===== src/pffm_pkg.sv =====
// Shared types, constants and helper functions for the partition first-fit matcher.
// Depends on nothing; every other file of the block but pffm_ram imports it.
package pffm_pkg;

  localparam int DEF_TABLE_DEPTH = 16;
  localparam int DEF_NODE_BITS   = 64;

  localparam int SLOT_W  = 4;
  localparam int CNT_W   = 7;
  localparam int PROCS_W = 17;
  localparam int SEL_W   = 2;
  localparam int GEO_W   = 4;
  localparam int ATTR_W  = CNT_W + 2 + 3 * GEO_W;

  // Attribute word layout: count, connection bit, mode bit, then X, Y, Z.
  localparam int A_CONN = CNT_W;
  localparam int A_USE  = CNT_W + 1;
  localparam int A_GX   = CNT_W + 2;
  localparam int A_GY   = A_GX + GEO_W;
  localparam int A_GZ   = A_GY + GEO_W;

  localparam int PROCS_PER_NODE      = 512;
  localparam int PROCS_PER_NODE_VIRT = 1024;
  localparam int PPN_SHIFT           = $clog2(PROCS_PER_NODE);
  localparam int VIRT_SHIFT          = $clog2(PROCS_PER_NODE_VIRT);

  localparam logic [SEL_W-1:0] SEL_ANY = 2'd2;

  typedef enum logic [1:0] {
    KIND_CLEAR     = 2'd0,
    KIND_WRITE     = 2'd1,
    KIND_MATCH_FIX = 2'd2,
    KIND_MATCH_ROT = 2'd3
  } kind_t;

  typedef enum logic [1:0] {
    ST_IDLE,
    ST_SCAN,
    ST_DONE
  } state_t;

  typedef struct packed {
    logic accept;
    logic issue;
    logic take_hit;
    logic emit;
  } ctrl_cmd_t;

  typedef struct packed {
    logic is_match;
    logic hit;
    logic issued_all;
    logic ev_live;
    logic out_free;
  } ctrl_stat_t;

  // True when the entry shape is at least the request on every axis.
  function automatic logic covers(input logic [GEO_W-1:0] ex, input logic [GEO_W-1:0] ey,
                                  input logic [GEO_W-1:0] ez, input logic [GEO_W-1:0] ra,
                                  input logic [GEO_W-1:0] rb, input logic [GEO_W-1:0] rc);
    return (ex >= ra) && (ey >= rb) && (ez >= rc);
  endfunction

  // Shape test over the plain orientation, or all six axis orders when rotation is allowed.
  function automatic logic shape_fits(input logic [GEO_W-1:0] ex, input logic [GEO_W-1:0] ey,
                                      input logic [GEO_W-1:0] ez, input logic [GEO_W-1:0] rx,
                                      input logic [GEO_W-1:0] ry, input logic [GEO_W-1:0] rz,
                                      input logic rot);
    logic any_rot;
    any_rot = covers(ex, ey, ez, rx, rz, ry) || covers(ex, ey, ez, rz, rx, ry) ||
              covers(ex, ey, ez, rz, ry, rx) || covers(ex, ey, ez, ry, rz, rx) ||
              covers(ex, ey, ez, ry, rx, rz);
    return covers(ex, ey, ez, rx, ry, rz) || (rot && any_rot);
  endfunction

endpackage


===== src/pffm_if.sv =====
// Valid/ready channel interfaces for the request and result sides of the matcher.
// Depends on pffm_pkg for field widths.
interface pffm_in_if import pffm_pkg::*; #(
  parameter int NODE_BITS = DEF_NODE_BITS
);
  logic                 valid;
  logic                 ready;
  logic [1:0]           kind;
  logic [SLOT_W-1:0]    slot;
  logic [CNT_W-1:0]     node_count;
  logic [CNT_W-1:0]     node_limit;
  logic [PROCS_W-1:0]   proc_demand;
  logic [SEL_W-1:0]     link_sel;
  logic [SEL_W-1:0]     mode_sel;
  logic [GEO_W-1:0]     geo_x;
  logic [GEO_W-1:0]     geo_y;
  logic [GEO_W-1:0]     geo_z;
  logic [NODE_BITS-1:0] node_map;
  logic [NODE_BITS-1:0] required_map;

  modport source (
    output valid, kind, slot, node_count, node_limit, proc_demand, link_sel, mode_sel,
           geo_x, geo_y, geo_z, node_map, required_map,
    input  ready
  );
  modport sink (
    input  valid, kind, slot, node_count, node_limit, proc_demand, link_sel, mode_sel,
           geo_x, geo_y, geo_z, node_map, required_map,
    output ready
  );
endinterface

interface pffm_out_if import pffm_pkg::*; #(
  parameter int NODE_BITS = DEF_NODE_BITS
);
  logic                 valid;
  logic                 ready;
  logic                 found;
  logic [SLOT_W-1:0]    match_slot;
  logic [NODE_BITS-1:0] granted_map;

  modport source (output valid, found, match_slot, granted_map, input ready);
  modport sink (input valid, found, match_slot, granted_map, output ready);
endinterface


===== src/partition_first_fit_matcher.sv =====
// Top level of the partition first-fit matcher: controller, datapath and checks.
// Depends on pffm_pkg, pffm_if, pffm_ctrl and pffm_dp (which uses pffm_ram).
//
//   Channel   Direction  Handshake          Carries
//   in_ch     in         valid / ready      one request: clear, write entry or placement
//   out_ch    out        valid / ready      one result per request: found, slot, node map
//
// A clear or write request goes straight from idle to the done state, where its result is
// handed to the output register. A placement reads one table row per cycle through the
// single read port of the table RAM and stops at the first hit, or after the last row.
// Reset only clears the per-entry valid bits and the control state; the table rows are
// undefined until written, so there is no clearing pass.
// Requests are taken only while the controller is idle. A result waits in the output
// register while the next request is accepted and processed; that request finishes only
// once the register has been emptied.
module partition_first_fit_matcher import pffm_pkg::*; #(
  parameter int TABLE_DEPTH = DEF_TABLE_DEPTH,
  parameter int NODE_BITS   = DEF_NODE_BITS
) (
  input logic         clk,
  input logic         rst_n,
  pffm_in_if.sink     in_ch,
  pffm_out_if.source  out_ch
);

  // The controller and datapath talk only through these two structs.
  ctrl_cmd_t  cmd;
  ctrl_stat_t stat;
  logic       in_ready;

  pffm_ctrl u_ctrl (
    .clk      (clk),
    .rst_n    (rst_n),
    .in_valid (in_ch.valid),
    .in_ready (in_ready),
    .stat     (stat),
    .cmd      (cmd)
  );

  pffm_dp #(
    .TABLE_DEPTH (TABLE_DEPTH),
    .NODE_BITS   (NODE_BITS)
  ) u_dp (
    .clk             (clk),
    .rst_n           (rst_n),
    .cmd             (cmd),
    .stat            (stat),
    .in_kind         (in_ch.kind),
    .in_slot         (in_ch.slot),
    .in_node_count   (in_ch.node_count),
    .in_node_limit   (in_ch.node_limit),
    .in_proc_demand  (in_ch.proc_demand),
    .in_link_sel     (in_ch.link_sel),
    .in_mode_sel     (in_ch.mode_sel),
    .in_geo_x        (in_ch.geo_x),
    .in_geo_y        (in_ch.geo_y),
    .in_geo_z        (in_ch.geo_z),
    .in_node_map     (in_ch.node_map),
    .in_required_map (in_ch.required_map),
    .out_ready       (out_ch.ready),
    .out_valid       (out_ch.valid),
    .out_found       (out_ch.found),
    .out_match_slot  (out_ch.match_slot),
    .out_granted_map (out_ch.granted_map)
  );

  assign in_ch.ready = in_ready;

  // A placement always starts with an empty pipeline and a fresh scan counter.
  a_scan_fresh: assert property (@(posedge clk) disable iff (!rst_n)
    cmd.accept && stat.is_match |=> !stat.ev_live && !stat.issued_all)
    else $error("placement scan did not start from a clean state");

  // Once a hit has been taken, no further table rows are read.
  a_stop_on_hit: assert property (@(posedge clk) disable iff (!rst_n)
    cmd.take_hit |=> !cmd.issue)
    else $error("table read issued after a hit");

  // Handing a result over always leaves it presented on the output.
  a_emit_shows: assert property (@(posedge clk) disable iff (!rst_n)
    cmd.emit |=> out_ch.valid)
    else $error("emitted result not presented");

  // A result without a match carries neither a slot nor any nodes.
  a_miss_zero: assert property (@(posedge clk) disable iff (!rst_n)
    out_ch.valid && !out_ch.found |-> (out_ch.match_slot == '0) && (out_ch.granted_map == '0))
    else $error("miss result carries a slot or node map");

endmodule


===== src/pffm_ram.sv =====
// Generic single-write, single-read RAM with registered read data.
// Depends on nothing.
module pffm_ram #(
  parameter int WIDTH = 8,
  parameter int DEPTH = 16,
  localparam int AW = (DEPTH > 1) ? $clog2(DEPTH) : 1
) (
  input  logic             clk,
  input  logic             we,
  input  logic [AW-1:0]    waddr,
  input  logic [WIDTH-1:0] wdata,
  input  logic             re,
  input  logic [AW-1:0]    raddr,
  output logic [WIDTH-1:0] rdata
);

  logic [WIDTH-1:0] mem [DEPTH];

  always_ff @(posedge clk) begin
    if (we) begin
      mem[waddr] <= wdata;
    end
    if (re) begin
      rdata <= mem[raddr];
    end
  end

endmodule


===== src/pffm_ctrl.sv =====
// Controller state machine of the matcher: sequences accept, table scan and result hand-off.
// Depends on pffm_pkg for the state, command and status types.
module pffm_ctrl import pffm_pkg::*; (
  input  logic       clk,
  input  logic       rst_n,
  input  logic       in_valid,
  output logic       in_ready,
  input  ctrl_stat_t stat,
  output ctrl_cmd_t  cmd
);

  state_t state_r, state_nxt;

  always_ff @(posedge clk) begin
    if (!rst_n) begin
      state_r <= ST_IDLE;
    end else begin
      state_r <= state_nxt;
    end
  end

  always_comb begin
    state_nxt = state_r;
    cmd       = '0;
    in_ready  = 1'b0;
    case (state_r)
      ST_IDLE: begin
        in_ready = 1'b1;
        if (in_valid) begin
          cmd.accept = 1'b1;
          state_nxt  = stat.is_match ? ST_SCAN : ST_DONE;
        end
      end
      ST_SCAN: begin
        if (stat.hit) begin
          cmd.take_hit = 1'b1;
          state_nxt    = ST_DONE;
        end else begin
          cmd.issue = !stat.issued_all;
          if (stat.issued_all && !stat.ev_live) begin
            state_nxt = ST_DONE;
          end
        end
      end
      ST_DONE: begin
        if (stat.out_free) begin
          cmd.emit  = 1'b1;
          state_nxt = ST_IDLE;
        end
      end
      default: begin
        state_nxt = ST_IDLE;
      end
    endcase
  end

endmodule


===== src/pffm_dp.sv =====
// Datapath of the matcher: partition table, request registers, entry tests and result register.
// Depends on pffm_pkg and instantiates pffm_ram for the table rows.
module pffm_dp import pffm_pkg::*; #(
  parameter int TABLE_DEPTH = DEF_TABLE_DEPTH,
  parameter int NODE_BITS   = DEF_NODE_BITS
) (
  input  logic                 clk,
  input  logic                 rst_n,
  input  ctrl_cmd_t            cmd,
  output ctrl_stat_t           stat,
  input  logic [1:0]           in_kind,
  input  logic [SLOT_W-1:0]    in_slot,
  input  logic [CNT_W-1:0]     in_node_count,
  input  logic [CNT_W-1:0]     in_node_limit,
  input  logic [PROCS_W-1:0]   in_proc_demand,
  input  logic [SEL_W-1:0]     in_link_sel,
  input  logic [SEL_W-1:0]     in_mode_sel,
  input  logic [GEO_W-1:0]     in_geo_x,
  input  logic [GEO_W-1:0]     in_geo_y,
  input  logic [GEO_W-1:0]     in_geo_z,
  input  logic [NODE_BITS-1:0] in_node_map,
  input  logic [NODE_BITS-1:0] in_required_map,
  input  logic                 out_ready,
  output logic                 out_valid,
  output logic                 out_found,
  output logic [SLOT_W-1:0]    out_match_slot,
  output logic [NODE_BITS-1:0] out_granted_map
);

  localparam int IDX_W = (TABLE_DEPTH > 1) ? $clog2(TABLE_DEPTH) : 1;
  localparam int ROW_W = ATTR_W + NODE_BITS;
  localparam int TGT_W = 3 * GEO_W;
  localparam logic [IDX_W-1:0] LAST_IDX = IDX_W'(TABLE_DEPTH - 1);

  // Request registers, loaded when an item is accepted.
  logic                 rot_r;
  logic [CNT_W-1:0]     cnt_r;
  logic [CNT_W-1:0]     maxn_r;
  logic [PROCS_W-1:0]   procs_r;
  logic [SEL_W-1:0]     conn_r;
  logic [SEL_W-1:0]     use_r;
  logic [GEO_W-1:0]     gx_r;
  logic [GEO_W-1:0]     gy_r;
  logic [GEO_W-1:0]     gz_r;
  logic [2*GEO_W-1:0]   gxy_r;
  logic                 geo_zero_r;
  logic [NODE_BITS-1:0] avail_r;
  logic [NODE_BITS-1:0] reqm_r;

  // Scan control.
  logic             valid_r [TABLE_DEPTH];
  logic [IDX_W-1:0] scan_idx_r, scan_idx_nxt;
  logic             issued_all_r, issued_all_nxt;
  logic             ev_live_r, ev_live_nxt;
  logic [IDX_W-1:0] ev_idx_r;

  // Result holding and output registers.
  logic                 res_found_r;
  logic [SLOT_W-1:0]    res_slot_r;
  logic [NODE_BITS-1:0] res_map_r;
  logic                 out_valid_r, out_valid_nxt;
  logic                 out_found_r;
  logic [SLOT_W-1:0]    out_slot_r;
  logic [NODE_BITS-1:0] out_map_r;

  logic                 wr_en;
  logic [IDX_W-1:0]     wr_idx;
  logic [ATTR_W-1:0]    wr_attr;
  logic [ROW_W-1:0]     row_q;
  logic [ATTR_W-1:0]    e_attr;
  logic [NODE_BITS-1:0] e_map;
  logic [CNT_W-1:0]     e_cnt;
  logic                 e_conn;
  logic                 e_use;
  logic [PROCS_W-1:0]   cap;
  logic [TGT_W-1:0]     prod;
  logic [TGT_W-1:0]     target;
  logic                 proc_ok, count_ok, avail_ok, req_ok, type_ok, use_ok, shape_ok;

  // ---------------------------------------------------------------- table write
  assign wr_en   = cmd.accept && (in_kind == KIND_WRITE) && (int'(in_slot) < TABLE_DEPTH);
  assign wr_idx  = IDX_W'(in_slot);
  assign wr_attr = {in_geo_z, in_geo_y, in_geo_x, in_mode_sel[0], in_link_sel[0],
                    in_node_count};

  pffm_ram #(
    .WIDTH (ROW_W),
    .DEPTH (TABLE_DEPTH)
  ) u_table (
    .clk   (clk),
    .we    (wr_en),
    .waddr (wr_idx),
    .wdata ({in_node_map, wr_attr}),
    .re    (cmd.issue),
    .raddr (scan_idx_r),
    .rdata (row_q)
  );

  always_ff @(posedge clk) begin
    if (!rst_n) begin
      for (int i = 0; i < TABLE_DEPTH; i++) begin
        valid_r[i] <= 1'b0;
      end
    end else if (cmd.accept && (in_kind == KIND_CLEAR)) begin
      for (int i = 0; i < TABLE_DEPTH; i++) begin
        valid_r[i] <= 1'b0;
      end
    end else if (wr_en) begin
      valid_r[wr_idx] <= 1'b1;
    end
  end

  // ---------------------------------------------------------------- request capture
  always_ff @(posedge clk) begin
    if (cmd.accept) begin
      rot_r      <= (in_kind == KIND_MATCH_ROT);
      cnt_r      <= in_node_count;
      maxn_r     <= in_node_limit;
      procs_r    <= in_proc_demand;
      conn_r     <= in_link_sel;
      use_r      <= in_mode_sel;
      gx_r       <= in_geo_x;
      gy_r       <= in_geo_y;
      gz_r       <= in_geo_z;
      gxy_r      <= (2*GEO_W)'(in_geo_x) * (2*GEO_W)'(in_geo_y);
      geo_zero_r <= (in_geo_x == '0) || (in_geo_y == '0) || (in_geo_z == '0);
      avail_r    <= in_node_map;
      reqm_r     <= in_required_map;
    end
  end

  // ---------------------------------------------------------------- scan counter
  always_comb begin
    scan_idx_nxt   = scan_idx_r;
    issued_all_nxt = issued_all_r;
    ev_live_nxt    = cmd.issue;
    if (cmd.accept) begin
      scan_idx_nxt   = '0;
      issued_all_nxt = 1'b0;
      ev_live_nxt    = 1'b0;
    end else if (cmd.issue) begin
      scan_idx_nxt = scan_idx_r + IDX_W'(1);
      if (scan_idx_r == LAST_IDX) begin
        issued_all_nxt = 1'b1;
      end
    end
  end

  always_ff @(posedge clk) begin
    if (!rst_n) begin
      scan_idx_r   <= '0;
      issued_all_r <= 1'b0;
      ev_live_r    <= 1'b0;
    end else begin
      scan_idx_r   <= scan_idx_nxt;
      issued_all_r <= issued_all_nxt;
      ev_live_r    <= ev_live_nxt;
    end
  end

  always_ff @(posedge clk) begin
    if (cmd.issue) begin
      ev_idx_r <= scan_idx_r;
    end
  end

  // ---------------------------------------------------------------- entry tests
  assign e_attr = row_q[ATTR_W-1:0];
  assign e_map  = row_q[ROW_W-1:ATTR_W];
  assign e_cnt  = e_attr[CNT_W-1:0];
  assign e_conn = e_attr[A_CONN];
  assign e_use  = e_attr[A_USE];

  assign cap     = e_use ? (PROCS_W'(e_cnt) << VIRT_SHIFT) : (PROCS_W'(e_cnt) << PPN_SHIFT);
  assign proc_ok = (procs_r <= PROCS_W'(PROCS_PER_NODE)) || (procs_r <= cap);

  assign prod     = TGT_W'(gxy_r) * TGT_W'(gz_r);
  assign target   = geo_zero_r ? TGT_W'(cnt_r) : prod;
  assign count_ok = (e_cnt >= cnt_r) && ((maxn_r == '0) || (e_cnt <= maxn_r)) &&
                    (TGT_W'(e_cnt) >= target);

  assign avail_ok = ((e_map & ~avail_r) == '0);
  assign req_ok   = ((reqm_r & ~e_map) == '0);
  assign type_ok  = (conn_r == SEL_ANY) || (conn_r == SEL_W'(e_conn));
  assign use_ok   = (use_r == SEL_ANY) || (use_r == SEL_W'(e_use));
  assign shape_ok = (gx_r == '0) ||
                    shape_fits(e_attr[A_GX +: GEO_W], e_attr[A_GY +: GEO_W],
                               e_attr[A_GZ +: GEO_W], gx_r, gy_r, gz_r, rot_r);

  assign stat.hit = ev_live_r && valid_r[ev_idx_r] && proc_ok && count_ok && avail_ok &&
                    req_ok && type_ok && use_ok && shape_ok;
  assign stat.is_match   = (in_kind == KIND_MATCH_FIX) || (in_kind == KIND_MATCH_ROT);
  assign stat.issued_all = issued_all_r;
  assign stat.ev_live    = ev_live_r;
  assign stat.out_free   = !out_valid_r || out_ready;

  // ---------------------------------------------------------------- result
  always_ff @(posedge clk) begin
    if (cmd.accept) begin
      res_found_r <= 1'b0;
      res_slot_r  <= '0;
      res_map_r   <= '0;
    end else if (cmd.take_hit) begin
      res_found_r <= 1'b1;
      res_slot_r  <= SLOT_W'(ev_idx_r);
      res_map_r   <= avail_r & e_map;
    end
  end

  always_comb begin
    out_valid_nxt = out_valid_r;
    if (cmd.emit) begin
      out_valid_nxt = 1'b1;
    end else if (out_ready) begin
      out_valid_nxt = 1'b0;
    end
  end

  always_ff @(posedge clk) begin
    if (!rst_n) begin
      out_valid_r <= 1'b0;
    end else begin
      out_valid_r <= out_valid_nxt;
    end
  end

  always_ff @(posedge clk) begin
    if (cmd.emit) begin
      out_found_r <= res_found_r;
      out_slot_r  <= res_slot_r;
      out_map_r   <= res_map_r;
    end
  end

  assign out_valid       = out_valid_r;
  assign out_found       = out_found_r;
  assign out_match_slot  = out_slot_r;
  assign out_granted_map = out_map_r;

endmodule

===== src/flat_wrapper.sv =====
// flat-port wrapper written by rule: the top's interface ports become plain ports
module partition_first_fit_matcher_flat import pffm_pkg::*;
#(
  parameter int TABLE_DEPTH = DEF_TABLE_DEPTH,
  parameter int NODE_BITS   = DEF_NODE_BITS
)
  (clk, rst_n, in_ch_valid, in_ch_kind, in_ch_slot, in_ch_node_count, in_ch_node_limit, in_ch_proc_demand, in_ch_link_sel, in_ch_mode_sel, in_ch_geo_x, in_ch_geo_y, in_ch_geo_z, in_ch_node_map, in_ch_required_map, in_ch_ready, out_ch_valid, out_ch_found, out_ch_match_slot, out_ch_granted_map, out_ch_ready);
  pffm_in_if #(.NODE_BITS(NODE_BITS)) in_ch_i ();
  pffm_out_if #(.NODE_BITS(NODE_BITS)) out_ch_i ();
  input logic clk;
  input logic rst_n;
  input wire logic [$bits(in_ch_i.valid)-1:0] in_ch_valid;
  input wire logic [$bits(in_ch_i.kind)-1:0] in_ch_kind;
  input wire logic [$bits(in_ch_i.slot)-1:0] in_ch_slot;
  input wire logic [$bits(in_ch_i.node_count)-1:0] in_ch_node_count;
  input wire logic [$bits(in_ch_i.node_limit)-1:0] in_ch_node_limit;
  input wire logic [$bits(in_ch_i.proc_demand)-1:0] in_ch_proc_demand;
  input wire logic [$bits(in_ch_i.link_sel)-1:0] in_ch_link_sel;
  input wire logic [$bits(in_ch_i.mode_sel)-1:0] in_ch_mode_sel;
  input wire logic [$bits(in_ch_i.geo_x)-1:0] in_ch_geo_x;
  input wire logic [$bits(in_ch_i.geo_y)-1:0] in_ch_geo_y;
  input wire logic [$bits(in_ch_i.geo_z)-1:0] in_ch_geo_z;
  input wire logic [$bits(in_ch_i.node_map)-1:0] in_ch_node_map;
  input wire logic [$bits(in_ch_i.required_map)-1:0] in_ch_required_map;
  output wire logic [$bits(in_ch_i.ready)-1:0] in_ch_ready;
  output wire logic [$bits(out_ch_i.valid)-1:0] out_ch_valid;
  output wire logic [$bits(out_ch_i.found)-1:0] out_ch_found;
  output wire logic [$bits(out_ch_i.match_slot)-1:0] out_ch_match_slot;
  output wire logic [$bits(out_ch_i.granted_map)-1:0] out_ch_granted_map;
  input wire logic [$bits(out_ch_i.ready)-1:0] out_ch_ready;
  assign in_ch_i.valid = in_ch_valid;
  assign in_ch_i.kind = in_ch_kind;
  assign in_ch_i.slot = in_ch_slot;
  assign in_ch_i.node_count = in_ch_node_count;
  assign in_ch_i.node_limit = in_ch_node_limit;
  assign in_ch_i.proc_demand = in_ch_proc_demand;
  assign in_ch_i.link_sel = in_ch_link_sel;
  assign in_ch_i.mode_sel = in_ch_mode_sel;
  assign in_ch_i.geo_x = in_ch_geo_x;
  assign in_ch_i.geo_y = in_ch_geo_y;
  assign in_ch_i.geo_z = in_ch_geo_z;
  assign in_ch_i.node_map = in_ch_node_map;
  assign in_ch_i.required_map = in_ch_required_map;
  assign in_ch_ready = in_ch_i.ready;
  assign out_ch_valid = out_ch_i.valid;
  assign out_ch_found = out_ch_i.found;
  assign out_ch_match_slot = out_ch_i.match_slot;
  assign out_ch_granted_map = out_ch_i.granted_map;
  assign out_ch_i.ready = out_ch_ready;
  partition_first_fit_matcher #(.TABLE_DEPTH(TABLE_DEPTH), .NODE_BITS(NODE_BITS)) u_core (.clk(clk), .rst_n(rst_n), .in_ch(in_ch_i), .out_ch(out_ch_i));
endmodule

===== config.mk =====
export PLATFORM = sky130hd
export DESIGN_NAME = partition_first_fit_matcher_flat
export DESIGN_NICKNAME = d
export VERILOG_FILES = /design/src/pffm_pkg.sv /design/src/pffm_if.sv /design/src/partition_first_fit_matcher.sv /design/src/pffm_ram.sv /design/src/pffm_ctrl.sv /design/src/pffm_dp.sv /design/src/flat_wrapper.sv
export SDC_FILE = /design/constraint.sdc
export NUM_CORES = 2
export LEC_CHECK = 0
export BUFFER_PORTS_ARGS = -buffer_cell sky130_fd_sc_hd__buf_2
export CAP_MARGIN = 20
export CORE_MARGIN = 5
export CORE_UTILIZATION = 40
export CTS_CLUSTER_SIZE = 16
export DETAILED_ROUTE_END_ITERATION = 8
export GPL_ROUTABILITY_DRIVEN = 0
export GPL_TIMING_DRIVEN = 0
export SETUP_SLACK_MARGIN = 0.02
export SLEW_MARGIN = 20
export SYNTH_ARGS = -nofsm -noshare
export SYNTH_HDL_FRONTEND = slang
export SYNTH_HIERARCHICAL = 1
export SYNTH_SLANG_ARGS = --single-unit

===== constraint.sdc =====
create_clock -name clk -period 17.8 [get_ports clk]
set_input_delay 1.78 -clock clk [delete_from_list [all_inputs] [get_ports clk]]
set_output_delay 1.78 -clock clk [all_outputs]
set_load 0.02 [all_outputs]

==> results.py <==
metrics = {
    "timing": {
        "maxSlewViolCount": 0,
        "timing.final.crit_period_ns": 7.27,
        "fin_worst_skew_ns": 0.0391,
        "report.final.hold_viol_count": 0,
        "worstMarginPinSlew_ns": 1.11,
        "setup_viol": 0,
        "slew_headroom": 0.258,
        "rsz0062_at_grt": "no",
        "fmax_ghz": 0.138,
        "min_period_over_period": 0.408,
    },
    "pwr": {
        "p_sw_uw": 1870,
        "seq_power_share": 0.538,
        "intPower_uw": 6940,
        "pwr_density_cell_mw_per_mm2": 109,
        "power_uw": 8810,
        "clockPowerShare": 0.414,
        "combPwrFrac": 0.047,
        "switching_share": 0.212,
        "power.leakage_uw": 0.0264,
        "irDropWorstVdd_uv": 74.9,
    },
    "global_route": {
        "grt_pass1_vias": 35900,
        "grt_pass1_wl_um": 263000,
        "overflow": 0,
        "grtUsageTotal": 0.203,
        "antenna_found_initial": 21,
        "grt_max_degree": 55,
    },
    "run": {
        "maxCapViolations": 0,
    },
    "worst_setup_path": {
        "end_kind": "flop",
        "rr_worst_depth": 13,
        "criticalPathCategory": "reg -> reg",
        "cp.required_ns": 18.51,
        "arrival_ns": 7.97,
        "cp_max_fo": 10,
        "r2r_end": "u_core/u_dp/res_map_r[7]",
        "timing.rr.start": "u_core/u_dp/u_table/rdata[36]",
        "regToRegSetupSlack_ns": 10.53,
        "worstSetupStartpointType": "flop",
    },
    "synthesis": {
        "syn_nets": 3698,
        "synth-compound-area-share": 0.0401,
        "yosysTopAreaCell": "edfxtp_1",
        "yosysWarnings": 6,
        "ys_seq_area_frac": 0.771,
        "ys_ff_latch": 1801,
        "synth_cells": 3403,
        "synth_cell_types": 61,
        "synth_top_family_by_area": "multiplexers",
        "ys.flop_type": "edfxtp_1",
        "synth_mux_area_frac": 0.116,
        "synth_area_mm2": 0.0689,
        "ys_top_cells_by_area": "edfxtp_1 (74%), mux4_2 (11%), dfxtp_1 (2.8%)",
        "synthAdderAreaFrac": 0.0217,
        "avgSynthCellArea_um2": 20.2,
        "async_flop_share": 0,
        "synth-xor-area-share": 0.00140,
        "yosysTopAreaCellShare": 0.742,
        "synth_most_common_cell": "edfxtp_1",
        "synthSimpleGateAreaFrac": 0.0321,
        "synth_edf_count": 1703,
        "synthTopCellsByCount": "edfxtp_1 (1703), mux4_2 (344), a22oi_1 (175)",
    },
    "cts": {
        "cts_made_buffers": 175,
        "cts_resized": 0,
        "cts_post_setup_buffers_inserted": 0,
        "cts_buffer_depth": 3,
        "cts_tree": "done",
        "clk_latency_ns": 0.80,
        "cts_root_buffer": "clkbuf_16",
        "clock-sinks": 1801,
        "htree_levels": 4,
        "clk_pin_slew_ns": 0.06,
        "postCtsHoldBufs": 0,
    },
    "floorplanning": {
        "die_h_um": 425,
        "std_cell_rows": 152,
        "initial_core_util": 0.402,
        "dieArea_mm2": 0.181,
        "coreArea_mm2": 0.171,
        "ios": 256,
        "die_w_um": 425,
    },
    "min_path": {
        "holdPathEnd": "u_core/u_dp/out_granted_map[37]",
        "min_path_cells": 0,
        "hp-class": "reg -> reg",
        "hold_start": "u_core/u_dp/res_map_r[37]",
    },
    "route": {
        "routedWlPerCell_um": 28.7,
        "avgViaCountPerCell": 5.53,
        "routed_wl_um": 185000,
        "drc_errors": 0,
        "drt_iter0_markers": 3922,
        "dr_total_vias": 35600,
        "drt-pass1-iter-count": 5,
        "ant_nets": 0,
    },
    "layout": {
        "nFillCells": 14200,
        "syn_to_final_growth_pct": 17.5,
        "fin_util": 0.472,
        "layout-drive-gt1-share": 0.261,
        "seqCellArea_mm2": 0.0531,
        "multiInputGateArea_mm2": 0.0147,
        "nets": 4276,
    },
    "run_status": {
        "status": "finished, final reports clean",
    },
    "placed_design": {
        "hpwlAfterDp_um": 128000,
        "io_buffers": 255,
    },
}
[cell type report]
type | count | share of cell area
repair buffers | 401 | 0.0421
inverters | 136 | 0.00631
clock inverters | 87 | 0.0104
diodes | 5 | 0.000155
flip-flops and latches | 1801 | 0.656
well taps | 2310 | 0.0357
clock buffers | 230 | 0.0591
multi-input cells | 1324 | 0.181
plain buffers | 142 | 0.00898
[cell families after synthesis]
logic type	count (synthesis)
compound gates	398
xor+xnor	11
fa+ha+maj	110
buf+inv	278
flops	1801
mux	366
simple gates	439
[layout by cell type (no fill, tap or decap), drive strengths merged, types with 7 or more instances in the layout]
| cell type | Yosys | layout |
|---|---|---|
| fa | 16 | 16 |
| nand3 | 74 | 74 |
| a22o | 11 | 11 |
| xnor2 | 8 | 8 |
| o2bb2ai | 9 | 9 |
| inv | 136 | 145 |
| mux2i | 14 | 14 |
| buf | 61 | 462 |
| nand2 | 124 | 124 |
| clkinv | 0 | 63 |
| a21oi | 92 | 92 |
| a22oi | 175 | 175 |
| ha | 94 | 94 |
| and2 | 36 | 36 |
| nand4 | 10 | 10 |
| o22ai | 21 | 21 |
| o21ai | 24 | 24 |
| edfxtp | 1703 | 1703 |
| nand2b | 82 | 82 |
| a21o | 9 | 9 |
| a221oi | 20 | 20 |
| dfxtp | 98 | 98 |
| bufinv | 0 | 13 |
| a2111oi | 7 | 7 |
| nor2 | 50 | 50 |
| mux2 | 8 | 8 |
| nor4 | 12 | 12 |
| nor3 | 26 | 26 |
| clkbuf | 81 | 311 |
| nor2b | 11 | 11 |
| mux4 | 344 | 344 |
[worst max path at each step]
stage,startpoint,end,slack [ns]
final,u_core/u_dp/u_table/rdata[36],u_core/u_dp/res_map_r[7],10.53
after global routing,u_core/u_dp/u_table/rdata[36],u_core/u_dp/res_map_r[7],10.35
after CTS,u_core/u_dp/u_table/rdata[36],u_core/u_dp/res_map_r[7],10.36
after detailed placement,u_core/u_dp/u_table/rdata[36],u_core/u_dp/res_map_r[7],10.35
after global placement,in_ch_valid,u_core/u_dp/u_table/mem[0][56],-8.10
after floorplan,in_ch_valid,u_core/u_dp/u_table/mem[0][0],3.66
[routing by layer]
layer	track usage	part of all wire
met1	0.273	0.40
met2	0.341	0.50
met3	0.0346	0.070
met4	0.0602	0.029
met5	0	0.000070
[critical path, cell delays in order (launching register included)]
cell	delay, ns
edfxtp_1	0.41
inv_1	0.29
o22ai_1	0.23
a221oi_1	0.87
nand4_1	0.61
nor4_1	0.85
o211ai_1	0.18
a221oi_1	0.43
o2111a_1	0.63
and3_2	0.41
clkbuf_1	0.73
clkbuf_1	0.87
nand3_1	0.40
a21oi_1	0.25
[sequential cells by signal (all words and copies together), names as in the netlist, 7 cells and up, named ones only]
signal                       flops
u_core/u_dp/u_table/mem       1360
u_core/u_dp/u_table/rdata       85
u_core/u_dp/avail_r             64
u_core/u_dp/out_granted_map     64
u_core/u_dp/reqm_r              64
u_core/u_dp/res_map_r           64
u_core/u_dp/procs_r             17
u_core/u_dp/valid_r             16
u_core/u_dp/gxy_r                8
u_core/u_dp/cnt_r                7
u_core/u_dp/maxn_r               7
[stage by stage]
| stage | hold slack (ns) | setup TNS, ns | area [µm²] | setup slack [ns] | cells |
|---|---|---|---|---|---|
| final | 0.419 | 0 | 81000 | 10.53 | 6436 |
| after global routing | 0.440 | 0 | 80900 | 10.35 | 6433 |
| after CTS | 0.431 | 0 | 80900 | 10.36 | 6431 |
| after detailed placement | 0.416 | 0 | 75300 | 10.35 | 6114 |
| after global placement | 0.416 | -5935.35 | 73000 | -8.10 | 5968 |
| after floorplan | 0.408 | 0 | 68900 | 3.66 | 3403 |
[power by group through the flow]
stage	Clock, µW	Sequential [µW]	Combinational (µW)
final	3650	4740	417
after global routing	3900	4750	462
after global placement	0	4860	398
after floorplan	0	4830	228
after detailed placement	0	4830	421
after CTS	3720	4740	423
No activity file was read; power rests on OpenSTA's default activity.
